$ cat config.mk
export PLATFORM = sky130hd
export DESIGN_NAME = imu_tilt_tracker
export DESIGN_NICKNAME = d
export VERILOG_FILES = /design/src/rtl/core/itt_pkg.sv /design/src/rtl/core/itt_dpath.sv /design/src/rtl/core/itt_ctrl.sv /design/src/rtl/core/imu_tilt_tracker.sv
export SDC_FILE = /design/constraint.sdc
export NUM_CORES = 2
export LEC_CHECK = 0
export BUFFER_PORTS_ARGS = -buffer_cell sky130_fd_sc_hd__buf_4
export CAP_MARGIN = 10
export CORE_MARGIN = 2
export CORE_UTILIZATION = 50
export DETAILED_ROUTE_END_ITERATION = 10
export GPL_TIMING_DRIVEN = 0
export PLACE_DENSITY = 0.67
export SLEW_MARGIN = 20
export SYNTH_ARGS = -nofsm -noshare
export SYNTH_HDL_FRONTEND = slang
export SYNTH_SLANG_ARGS = --single-unit
$ cat constraint.sdc
create_clock -name i_clk -period 12.12 [get_ports i_clk]
set_input_delay 0.606 -clock i_clk [delete_from_list [all_inputs] [get_ports i_clk]]
set_output_delay 0.606 -clock i_clk [all_outputs]
set_load 0.02 [all_outputs]
$ cat src/rtl/core/itt_pkg.sv
// Types and constants shared by the tilt tracker modules.
`default_nettype none
package itt_pkg;

    localparam int SQRT_STEPS = 24;
    localparam int TABLE_LEN  = 24;

    // atan(2^-i) in 1/65536 degree.
    localparam logic [22:0] ATAN_TABLE [0:TABLE_LEN-1] = '{
        23'd2949120, 23'd1740967, 23'd919879, 23'd466945, 23'd234379, 23'd117304,
        23'd58666, 23'd29335, 23'd14668, 23'd7334, 23'd3667, 23'd1833,
        23'd917, 23'd458, 23'd229, 23'd115, 23'd57, 23'd29,
        23'd14, 23'd7, 23'd4, 23'd2, 23'd1, 23'd0
    };

    localparam logic [1:0] REG_ROLL_OFFSET    = 2'd0;
    localparam logic [1:0] REG_PITCH_OFFSET   = 2'd1;
    localparam logic [1:0] REG_SNAP_THRESHOLD = 2'd2;

    localparam logic [15:0] SNAP_THRESHOLD_RESET = 16'd1280;

    typedef enum logic [2:0] {
        MUL_ROLL  = 3'd0,
        MUL_PITCH = 3'd1,
        MUL_YAW   = 3'd2,
        MUL_AX    = 3'd3,
        MUL_AZ    = 3'd4,
        MUL_AY    = 3'd5,
        MUL_FLUSH = 3'd6
    } t_mul_op;

    typedef struct packed {
        logic       accept;
        logic       mul_en;
        t_mul_op    mul_op;
        logic       sqrt_load;
        logic       sqrt_step;
        logic       cordic_load;
        logic       cordic_step;
        logic [4:0] step;
        logic       pass;
        logic       snap;
        logic       out_load;
    } t_cmd;

endpackage
`default_nettype wire

$ cat src/rtl/core/itt_dpath.sv
// Datapath of the tilt tracker: multiplier, square root, CORDIC and angle state.
`default_nettype none
module itt_dpath #(
    parameter int ANGLE_BITS = 24
) (
    input  wire logic          i_clk,
    input  wire logic          i_rst_n,
    input  wire itt_pkg::t_cmd i_cmd,
    input  wire logic [111:0]  i_in_data,
    input  wire logic          i_cfg_we,
    input  wire logic [1:0]    i_cfg_idx,
    input  wire logic [15:0]   i_cfg_wdata,
    output logic [71:0]        o_out_data
);

    localparam int WIDE = 40;
    localparam logic signed [WIDE-1:0] ANG_HI = (WIDE'(1) <<< (ANGLE_BITS - 1)) - WIDE'(1);
    localparam logic signed [WIDE-1:0] ANG_LO = -ANG_HI - WIDE'(1);
    localparam logic [47:0] SQRT_BIT0 = 48'h1 << 46;

    logic signed [15:0] r_ax, r_ay, r_az, r_rx, r_ry, r_rz;
    logic [15:0] r_dt;
    logic signed [15:0] r_roll_off, r_pitch_off;
    logic [15:0] r_thr;
    logic signed [ANGLE_BITS-1:0] r_roll, r_pitch, r_yaw;
    logic signed [33:0] r_prod;
    itt_pkg::t_mul_op r_prod_op;
    logic r_prod_vld;
    logic [30:0] r_sq_x, r_sq_y, r_sq_z;
    logic [47:0] r_sv, r_sr, r_sb;
    logic signed [27:0] r_x, r_y;
    logic signed [24:0] r_z;
    logic r_num_zero;
    logic [71:0] r_out;

    logic signed [16:0] mul_a, mul_b;
    logic signed [34:0] rnd_sum;
    logic signed [WIDE-1:0] inc;
    logic [31:0] sq_sum;
    logic [47:0] sq_try;
    logic signed [16:0] num;
    logic signed [27:0] dx, dy;
    logic signed [24:0] ang, z_rnd;
    logic signed [16:0] tilt;
    logic signed [WIDE-1:0] acc, cur, diff, adiff;
    logic signed [WIDE-1:0] r_roll_w, r_pitch_w, r_yaw_w;

    function automatic logic signed [ANGLE_BITS-1:0] sat(input logic signed [WIDE-1:0] v);
        logic signed [WIDE-1:0] t;
        t = v;
        if (v > ANG_HI) begin
            t = ANG_HI;
        end else if (v < ANG_LO) begin
            t = ANG_LO;
        end
        return t[ANGLE_BITS-1:0];
    endfunction

    always_comb begin
        mul_a = '0;
        mul_b = '0;
        unique case (i_cmd.mul_op)
            itt_pkg::MUL_ROLL:  begin mul_a = 17'(r_rx); mul_b = $signed({1'b0, r_dt}); end
            itt_pkg::MUL_PITCH: begin mul_a = 17'(r_ry); mul_b = $signed({1'b0, r_dt}); end
            itt_pkg::MUL_YAW:   begin mul_a = 17'(r_rz); mul_b = $signed({1'b0, r_dt}); end
            itt_pkg::MUL_AX:    begin mul_a = 17'(r_ax); mul_b = 17'(r_ax); end
            itt_pkg::MUL_AZ:    begin mul_a = 17'(r_az); mul_b = 17'(r_az); end
            itt_pkg::MUL_AY:    begin mul_a = 17'(r_ay); mul_b = 17'(r_ay); end
            default:            begin mul_a = '0; mul_b = '0; end
        endcase
    end

    assign rnd_sum = 35'(r_prod) + 35'sd16384;
    assign inc     = WIDE'(rnd_sum >>> 15);
    assign sq_sum  = i_cmd.pass ? ({1'b0, r_sq_y} + {1'b0, r_sq_z})
                                : ({1'b0, r_sq_x} + {1'b0, r_sq_z});
    assign sq_try  = r_sr + r_sb;
    assign num     = i_cmd.pass ? -17'(r_ax) : 17'(r_ay);
    assign dx      = r_y >>> i_cmd.step;
    assign dy      = r_x >>> i_cmd.step;
    assign ang     = $signed({2'b00, itt_pkg::ATAN_TABLE[i_cmd.step]});
    assign z_rnd   = r_z + 25'sd128;
    assign tilt    = r_num_zero ? 17'sd0 : z_rnd[24:8];
    assign acc     = WIDE'(tilt) - (i_cmd.pass ? WIDE'(r_pitch_off) : WIDE'(r_roll_off));
    assign cur     = i_cmd.pass ? WIDE'(r_pitch) : WIDE'(r_roll);
    assign diff    = acc - cur;
    assign adiff   = diff[WIDE-1] ? -diff : diff;

    always_ff @(posedge i_clk) begin
        if (!i_rst_n) begin
            r_roll_off  <= '0;
            r_pitch_off <= '0;
            r_thr       <= itt_pkg::SNAP_THRESHOLD_RESET;
            r_roll      <= '0;
            r_pitch     <= '0;
            r_yaw       <= '0;
            r_prod_vld  <= 1'b0;
        end else begin
            if (i_cfg_we) begin
                unique case (i_cfg_idx)
                    itt_pkg::REG_ROLL_OFFSET:    r_roll_off  <= i_cfg_wdata;
                    itt_pkg::REG_PITCH_OFFSET:   r_pitch_off <= i_cfg_wdata;
                    itt_pkg::REG_SNAP_THRESHOLD: r_thr       <= i_cfg_wdata;
                    default: ;
                endcase
            end
            r_prod_vld <= i_cmd.mul_en && (i_cmd.mul_op != itt_pkg::MUL_FLUSH);
            if (r_prod_vld) begin
                unique case (r_prod_op)
                    itt_pkg::MUL_ROLL:  r_roll  <= sat(WIDE'(r_roll) + inc);
                    itt_pkg::MUL_PITCH: r_pitch <= sat(WIDE'(r_pitch) + inc);
                    itt_pkg::MUL_YAW:   r_yaw   <= sat(WIDE'(r_yaw) + inc);
                    default: ;
                endcase
            end
            if (i_cmd.snap && (adiff > WIDE'({1'b0, r_thr}))) begin
                if (i_cmd.pass) begin
                    r_pitch <= sat(acc);
                end else begin
                    r_roll <= sat(acc);
                end
            end
        end
    end

    always_ff @(posedge i_clk) begin
        if (i_cmd.accept) begin
            r_ax <= i_in_data[15:0];
            r_ay <= i_in_data[31:16];
            r_az <= i_in_data[47:32];
            r_rx <= i_in_data[63:48];
            r_ry <= i_in_data[79:64];
            r_rz <= i_in_data[95:80];
            r_dt <= i_in_data[111:96];
        end
        r_prod    <= mul_a * mul_b;
        r_prod_op <= i_cmd.mul_op;
        if (r_prod_vld) begin
            unique case (r_prod_op)
                itt_pkg::MUL_AX: r_sq_x <= r_prod[30:0];
                itt_pkg::MUL_AZ: r_sq_z <= r_prod[30:0];
                itt_pkg::MUL_AY: r_sq_y <= r_prod[30:0];
                default: ;
            endcase
        end
        if (i_cmd.sqrt_load) begin
            r_sv <= {sq_sum, 16'h0000};
            r_sr <= '0;
            r_sb <= SQRT_BIT0;
        end else if (i_cmd.sqrt_step) begin
            if (r_sv >= sq_try) begin
                r_sv <= r_sv - sq_try;
                r_sr <= (r_sr >> 1) + r_sb;
            end else begin
                r_sr <= r_sr >> 1;
            end
            r_sb <= r_sb >> 2;
        end
        if (i_cmd.cordic_load) begin
            r_x        <= $signed({4'b0000, r_sr[23:0]});
            r_y        <= $signed({{3{num[16]}}, num, 8'h00});
            r_z        <= '0;
            r_num_zero <= (num == 17'sd0);
        end else if (i_cmd.cordic_step) begin
            if (r_y > 28'sd0) begin
                r_x <= r_x + dx;
                r_y <= r_y - dy;
                r_z <= r_z + ang;
            end else begin
                r_x <= r_x - dx;
                r_y <= r_y + dy;
                r_z <= r_z - ang;
            end
        end
        if (i_cmd.out_load) begin
            r_out <= {r_yaw_w[23:0], r_pitch_w[23:0], r_roll_w[23:0]};
        end
    end

    assign r_roll_w  = WIDE'(r_roll);
    assign r_pitch_w = WIDE'(r_pitch);
    assign r_yaw_w   = WIDE'(r_yaw);

    assign o_out_data = r_out;

endmodule
`default_nettype wire

$ cat src/rtl/core/itt_ctrl.sv
// Controller state machine of the tilt tracker.
`default_nettype none
module itt_ctrl #(
    parameter int ATAN_ITERATIONS = 16
) (
    input  wire logic     i_clk,
    input  wire logic     i_rst_n,
    input  wire logic     i_in_valid,
    output logic          o_in_ready,
    output logic          o_out_valid,
    input  wire logic     i_out_ready,
    output itt_pkg::t_cmd o_cmd
);

    localparam int CORDIC_STEPS = (ATAN_ITERATIONS < itt_pkg::TABLE_LEN) ?
                                  ATAN_ITERATIONS : itt_pkg::TABLE_LEN;

    typedef enum logic [7:0] {
        S_IDLE  = 8'b0000_0001,
        S_MUL   = 8'b0000_0010,
        S_SQ_LD = 8'b0000_0100,
        S_SQ    = 8'b0000_1000,
        S_CD_LD = 8'b0001_0000,
        S_CD    = 8'b0010_0000,
        S_SNAP  = 8'b0100_0000,
        S_DONE  = 8'b1000_0000
    } t_state;

    t_state r_state, n_state;
    logic [4:0] r_cnt, n_cnt;
    logic r_pass, n_pass;
    logic r_out_vld, n_out_vld;

    always_comb begin
        n_state          = r_state;
        n_cnt            = r_cnt;
        n_pass           = r_pass;
        n_out_vld        = r_out_vld && !i_out_ready;
        o_cmd            = '0;
        o_cmd.mul_op     = itt_pkg::MUL_FLUSH;
        o_cmd.step       = r_cnt;
        o_cmd.pass       = r_pass;
        unique case (r_state)
            S_IDLE: begin
                if (i_in_valid) begin
                    o_cmd.accept = 1'b1;
                    n_cnt        = '0;
                    n_pass       = 1'b0;
                    n_state      = S_MUL;
                end
            end
            S_MUL: begin
                o_cmd.mul_en = 1'b1;
                o_cmd.mul_op = itt_pkg::t_mul_op'(r_cnt[2:0]);
                n_cnt        = r_cnt + 5'd1;
                if (itt_pkg::t_mul_op'(r_cnt[2:0]) == itt_pkg::MUL_FLUSH) begin
                    n_state = S_SQ_LD;
                end
            end
            S_SQ_LD: begin
                o_cmd.sqrt_load = 1'b1;
                n_cnt           = '0;
                n_state         = S_SQ;
            end
            S_SQ: begin
                o_cmd.sqrt_step = 1'b1;
                n_cnt           = r_cnt + 5'd1;
                if (r_cnt == 5'(itt_pkg::SQRT_STEPS - 1)) begin
                    n_state = S_CD_LD;
                end
            end
            S_CD_LD: begin
                o_cmd.cordic_load = 1'b1;
                n_cnt             = '0;
                n_state           = S_CD;
            end
            S_CD: begin
                o_cmd.cordic_step = 1'b1;
                n_cnt             = r_cnt + 5'd1;
                if (r_cnt == 5'(CORDIC_STEPS - 1)) begin
                    n_state = S_SNAP;
                end
            end
            S_SNAP: begin
                o_cmd.snap = 1'b1;
                if (r_pass) begin
                    n_state = S_DONE;
                end else begin
                    n_pass  = 1'b1;
                    n_state = S_SQ_LD;
                end
            end
            S_DONE: begin
                if (!r_out_vld || i_out_ready) begin
                    o_cmd.out_load = 1'b1;
                    n_out_vld      = 1'b1;
                    n_state        = S_IDLE;
                end
            end
            default: n_state = S_IDLE;
        endcase
    end

    always_ff @(posedge i_clk) begin
        if (!i_rst_n) begin
            r_state   <= S_IDLE;
            r_cnt     <= '0;
            r_pass    <= 1'b0;
            r_out_vld <= 1'b0;
        end else begin
            r_state   <= n_state;
            r_cnt     <= n_cnt;
            r_pass    <= n_pass;
            r_out_vld <= n_out_vld;
        end
    end

    assign o_in_ready  = (r_state == S_IDLE);
    assign o_out_valid = r_out_vld;

endmodule
`default_nettype wire

$ cat src/rtl/core/imu_tilt_tracker.sv
// Top level of the IMU tilt tracker.
// One input word is taken when the block is idle; the next word is accepted
// only once its result word has been loaded into the output register, which
// waits while an unread result is still held there. The result waits in that
// output register while the next word is processed. The work is done by the
// 24-step bit-serial square root and the one-step-per-cycle CORDIC, both run
// once for roll and once for pitch, behind the passes of the shared multiplier.
`default_nettype none
module imu_tilt_tracker #(
    parameter int ANGLE_BITS      = 24,
    parameter int ATAN_ITERATIONS = 16
) (
    input  wire logic         i_clk,
    input  wire logic         i_rst_n,
    input  wire logic         i_s_axis_tvalid,
    output logic              o_s_axis_tready,
    // accel_x, accel_y, accel_z, rate_x, rate_y, rate_z, time_step
    input  wire logic [111:0] i_s_axis_tdata,
    output logic              o_m_axis_tvalid,
    input  wire logic         i_m_axis_tready,
    // roll, pitch, yaw
    output logic [71:0]       o_m_axis_tdata,
    input  wire logic         i_cfg_we,
    input  wire logic [1:0]   i_cfg_idx,
    input  wire logic [15:0]  i_cfg_wdata
);

    itt_pkg::t_cmd cmd;

    itt_ctrl #(
        .ATAN_ITERATIONS(ATAN_ITERATIONS)
    ) u_ctrl (
        .i_clk       (i_clk),
        .i_rst_n     (i_rst_n),
        .i_in_valid  (i_s_axis_tvalid),
        .o_in_ready  (o_s_axis_tready),
        .o_out_valid (o_m_axis_tvalid),
        .i_out_ready (i_m_axis_tready),
        .o_cmd       (cmd)
    );

    itt_dpath #(
        .ANGLE_BITS(ANGLE_BITS)
    ) u_dpath (
        .i_clk       (i_clk),
        .i_rst_n     (i_rst_n),
        .i_cmd       (cmd),
        .i_in_data   (i_s_axis_tdata),
        .i_cfg_we    (i_cfg_we),
        .i_cfg_idx   (i_cfg_idx),
        .i_cfg_wdata (i_cfg_wdata),
        .o_out_data  (o_m_axis_tdata)
    );

endmodule
`default_nettype wire

==> results.toml <==
[sta]
min_period_ps = 11430
setup_viol = 0
finClkSkew_ps = 33.6
fin_hold_ws_ps = 116
fin_ws_ps = 687
fin_tns_setup_ps = 0
finalCritPeriodShare_pct = 94.3
grt_setup_unrepaired = "false"
slew_headroom_pct = 23.5
finalMaxSlewViolations = 0
hold_viol = 0
worstMarginPinSlew_ps = 1140
fmax_ghz = 0.0875

[synthesis]
ys_top_cells_by_count = "nand2_1, nor2_1, a21oi_1"
netlist.top_cell.by_area = "edfxtp_1"
synth_compound_area_share_pct = 18.0
synth_ff_type = "edfxtp_1"
synthAdderAreaFrac_pct = 20.2
yosys_warnings = 0
synth-xor-area-share_pct = 6.88
synth-edff-count = 354
syn_nets = 7505
synthMuxAreaShare_pct = 5.05
ys_async_sr_fraction_pct = 0
yosysUniqueCellTypes = 111
ys_ff_latch = 652
synth_area_per_cell_um2 = 8.81
yosys.area.top_type_share_pct = 18.2
synth.area.top_cells = "edfxtp_1, dfxtp_1, fa_1"
synthCells = 6622
netlist_area_mm2 = 0.0583
ys_seq_area_share_pct = 28.5
synth_top_family_by_area = "adder cells"
yosysMostFrequentCell = "nand2_1"
synth-simple-area-share_pct = 16.8

[status]
outcome = "completed"

[final_layout]
syn2layout_area_growth_pct = 11.0
fillers = 10500
layout-drive-gt1-share_pct = 8.77
nets = 7808
final_cell_area_mm2 = 0.0647

[placed_design]
hpwl_um = 148000
dpl-instance-area_mm2 = 0.0621
gp_congestion = 1.00
dpl_worst_slack_ps = -2180
port_buffers = 208

[setup_path]
worstReg2RegStart = "u_ctrl.r_pass$_SDFFE_PN0P_"
crit_type = "register to register"
cp-end-kind = "register"
path_max_fanout = 27
slowest_stage = "buf_2"
start_kind = "register"
r2r_end = "u_dpath.r_roll[22]$_SDFF_PN0_"
worst-endpoint-arrival_ps = 11930
cpPeakStageDelay_ps = 450
r2r_setup_slack_ps = 690
worst_ep_required_time_ps = 12620
worst_r2r_path_depth = 44

[die]
core.rowCount = 125
start_util_pct = 50.3
core_area_mm2 = 0.116
die_y_um = 346
io_pins = 209
die_area_mm2 = 0.119
dieWidth_um = 346

[clock_tree]
cts_hold_buf = 0
cts_sinks = 652
clkTransAtPathRegs_ps = 60
cts_buffers = 77
clock-root-buffer = "clkbuf_16"
htreeDepth = 3
cts_tree = "built"
worstSkewPairLatency_ps = 670
clk_path_buf_depth = 3

[pwr]
p_clk_share_pct = 16.3
pwr-share-seq_pct = 19.1
power_density_mw_per_mm2 = 224
combPwrFrac_pct = 64.6
p_int_uw = 7580
p_leak_uw = 0.0266
peakVddDrop_v = 0.000611
p_sw_uw = 6900
p_sw_share_pct = 47.6

[grt]
grt-ovfl-total = 0
grt_max_degree = 88
grt_pass1_wl_um = 291000
track_usage_pct = 30.9
grt_pass1_vias = 50200
antenna_found_initial = 4

[detailed_routing]
drtAntennaViolNets = 0
drt_pre_antenna_iters = 6
vias = 51500
wl_per_cell_um = 22.0
drt_iter0_markers = 4962
drt-vias-per-instance = 6.05
drt_wl_total_um = 187000
drc = 0

[run]
cap_violations = 0

[hold_path]
hold_end = "u_dpath.r_ax[5]$_DFFE_PP_"
hold-path-cell-count = 1
hp-class = "input port to register"
worstHoldStart = "i_s_axis_tdata[5]"
-- metal layers --
layer | GRT usage [%] | share of wire [%] | vias up
met3 | 3.42 | 7.0 | 369
li1 | - | - | 24100
met2 | 50.4 | 46 | 1940
met1 | 42.4 | 43 | 25100
met5 | 0 | 0.0096 | -
met4 | 11.3 | 3.9 | 2
-- layout by cell type (no fill, tap or decap), drive strengths merged, types with 109 or more instances in the layout --
cell and instances:
fa 297, buf 270, clkbuf 321, dfxtp 298
nor3 126, mux2i 123, inv 445, nor2 650
edfxtp 354, xor2 173, xnor2 284, nand2 840
o21ai 373, ha 451, a21oi 477, nand3 109
-- area by class of cell --
cell class                 instances  area (um2)  area share (%)
antenna                            2        5.00         0.00773
buffer                           270        1070            1.65
clock buffer                      96        2110            3.26
clock inverter                    46         435           0.673
inverter                         440        1660            2.56
multi-input combinational       5256       39100            60.5
sequential                       652       16600            25.6
tap                             1524        1910            2.95
timing repair buffer             228        1790            2.77
-- power by group through the flow --
| stage | logic, uW | clock network [uW] | registers, uW |
|---|---|---|---|
| 5_1_grt | 10400 | 2470 | 2780 |
| 2_1_floorplan | 7020 | 0 | 2730 |
| 3_5_place_dp | 9060 | 0 | 2800 |
| 3_3_place_gp | 8980 | 0 | 2800 |
| 6_report | 9360 | 2360 | 2760 |
| 4_1_cts | 9140 | 2390 | 2750 |
-- kinds of logic after synthesis --
logic type | count (synthesis)
flip-flops | 652
adder cells (fa/ha/maj) | 766
XOR/XNOR | 457
multiplexers | 226
AND/OR/NAND/NOR | 2174
buffers and inverters | 714
AO/OA/AOI/OAI | 1633
-- registers in the layout, indices dropped and copies added, names as in the netlist, 24 cells and up --
| register | cells |
|---|---|
| u_dpath.r_sv | 48 |
| u_dpath.r_prod | 34 |
| u_dpath.r_sq_y | 31 |
| u_dpath.r_sq_z | 31 |
| u_dpath.r_yaw | 24 |
| u_dpath.r_roll | 24 |
| u_dpath.r_pitch | 24 |
| u_dpath.r_sq_x | 31 |
| u_dpath.r_x | 28 |
| u_dpath.r_sb | 24 |
| u_dpath.r_sr | 48 |
| u_dpath.o_out_data | 72 |
| u_dpath.r_z | 25 |
| u_dpath.r_y | 28 |
-- critical path: cells and delay by family (launching register included) --
family / cells / cell delay, ps
AOI/OAI and AO/OA: 21 / 4390
buffers and inverters: 6 / 2200
and+or+nand+nor: 10 / 1980
adders and majority gates: 3 / 990
xor gates and xnor gates: 3 / 920
muxes: 1 / 420
DFF: 1 / 320
-- worst max-delay path by stage --
| stage | slack, ps | cells after the start | startpoint | end |
|---|---|---|---|---|
| floorplan | 2050 | 44 | u_ctrl.r_pass$_SDFFE_PN0P_ | u_dpath.r_pitch[4]$_SDFF_PN0_ |
| finish | 690 | 44 | u_ctrl.r_pass$_SDFFE_PN0P_ | u_dpath.r_roll[22]$_SDFF_PN0_ |
| global route | 7 | 44 | u_ctrl.r_pass$_SDFFE_PN0P_ | u_dpath.r_roll[8]$_SDFF_PN0_ |
| CTS | 250 | 43 | u_ctrl.r_pass$_SDFFE_PN0P_ | u_dpath.r_roll[15]$_SDFF_PN0_ |
| detailed placement | -2180 | 44 | u_ctrl.r_pass$_SDFFE_PN0P_ | u_dpath.r_roll[7]$_SDFF_PN0_ |
| global placement | -2030 | 46 | u_ctrl.r_pass$_SDFFE_PN0P_ | u_dpath.r_pitch[4]$_SDFF_PN0_ |
-- through the flow --
step	util (%)	cells	power, uW
2_1_floorplan	-	6622	9750
3_3_place_gp	53.3	8354	11800
3_5_place_dp	53.5	8369	11900
4_1_cts	55.8	8511	14300
5_1_grt	55.8	8512	15600
6_report	55.8	8514	14500
-- repair_timing --
| item | in CTS | in global routing |
|---|---|---|
| buffers inserted | 2 | 3 |
| setup endpoints to repair | 52 | 52 |
| resized for setup | 9 | 23 |
| cloned | 0 | 0 |
| pin swaps | 1 | 1 |
No activity file was read; power rests on OpenSTA's default activity.
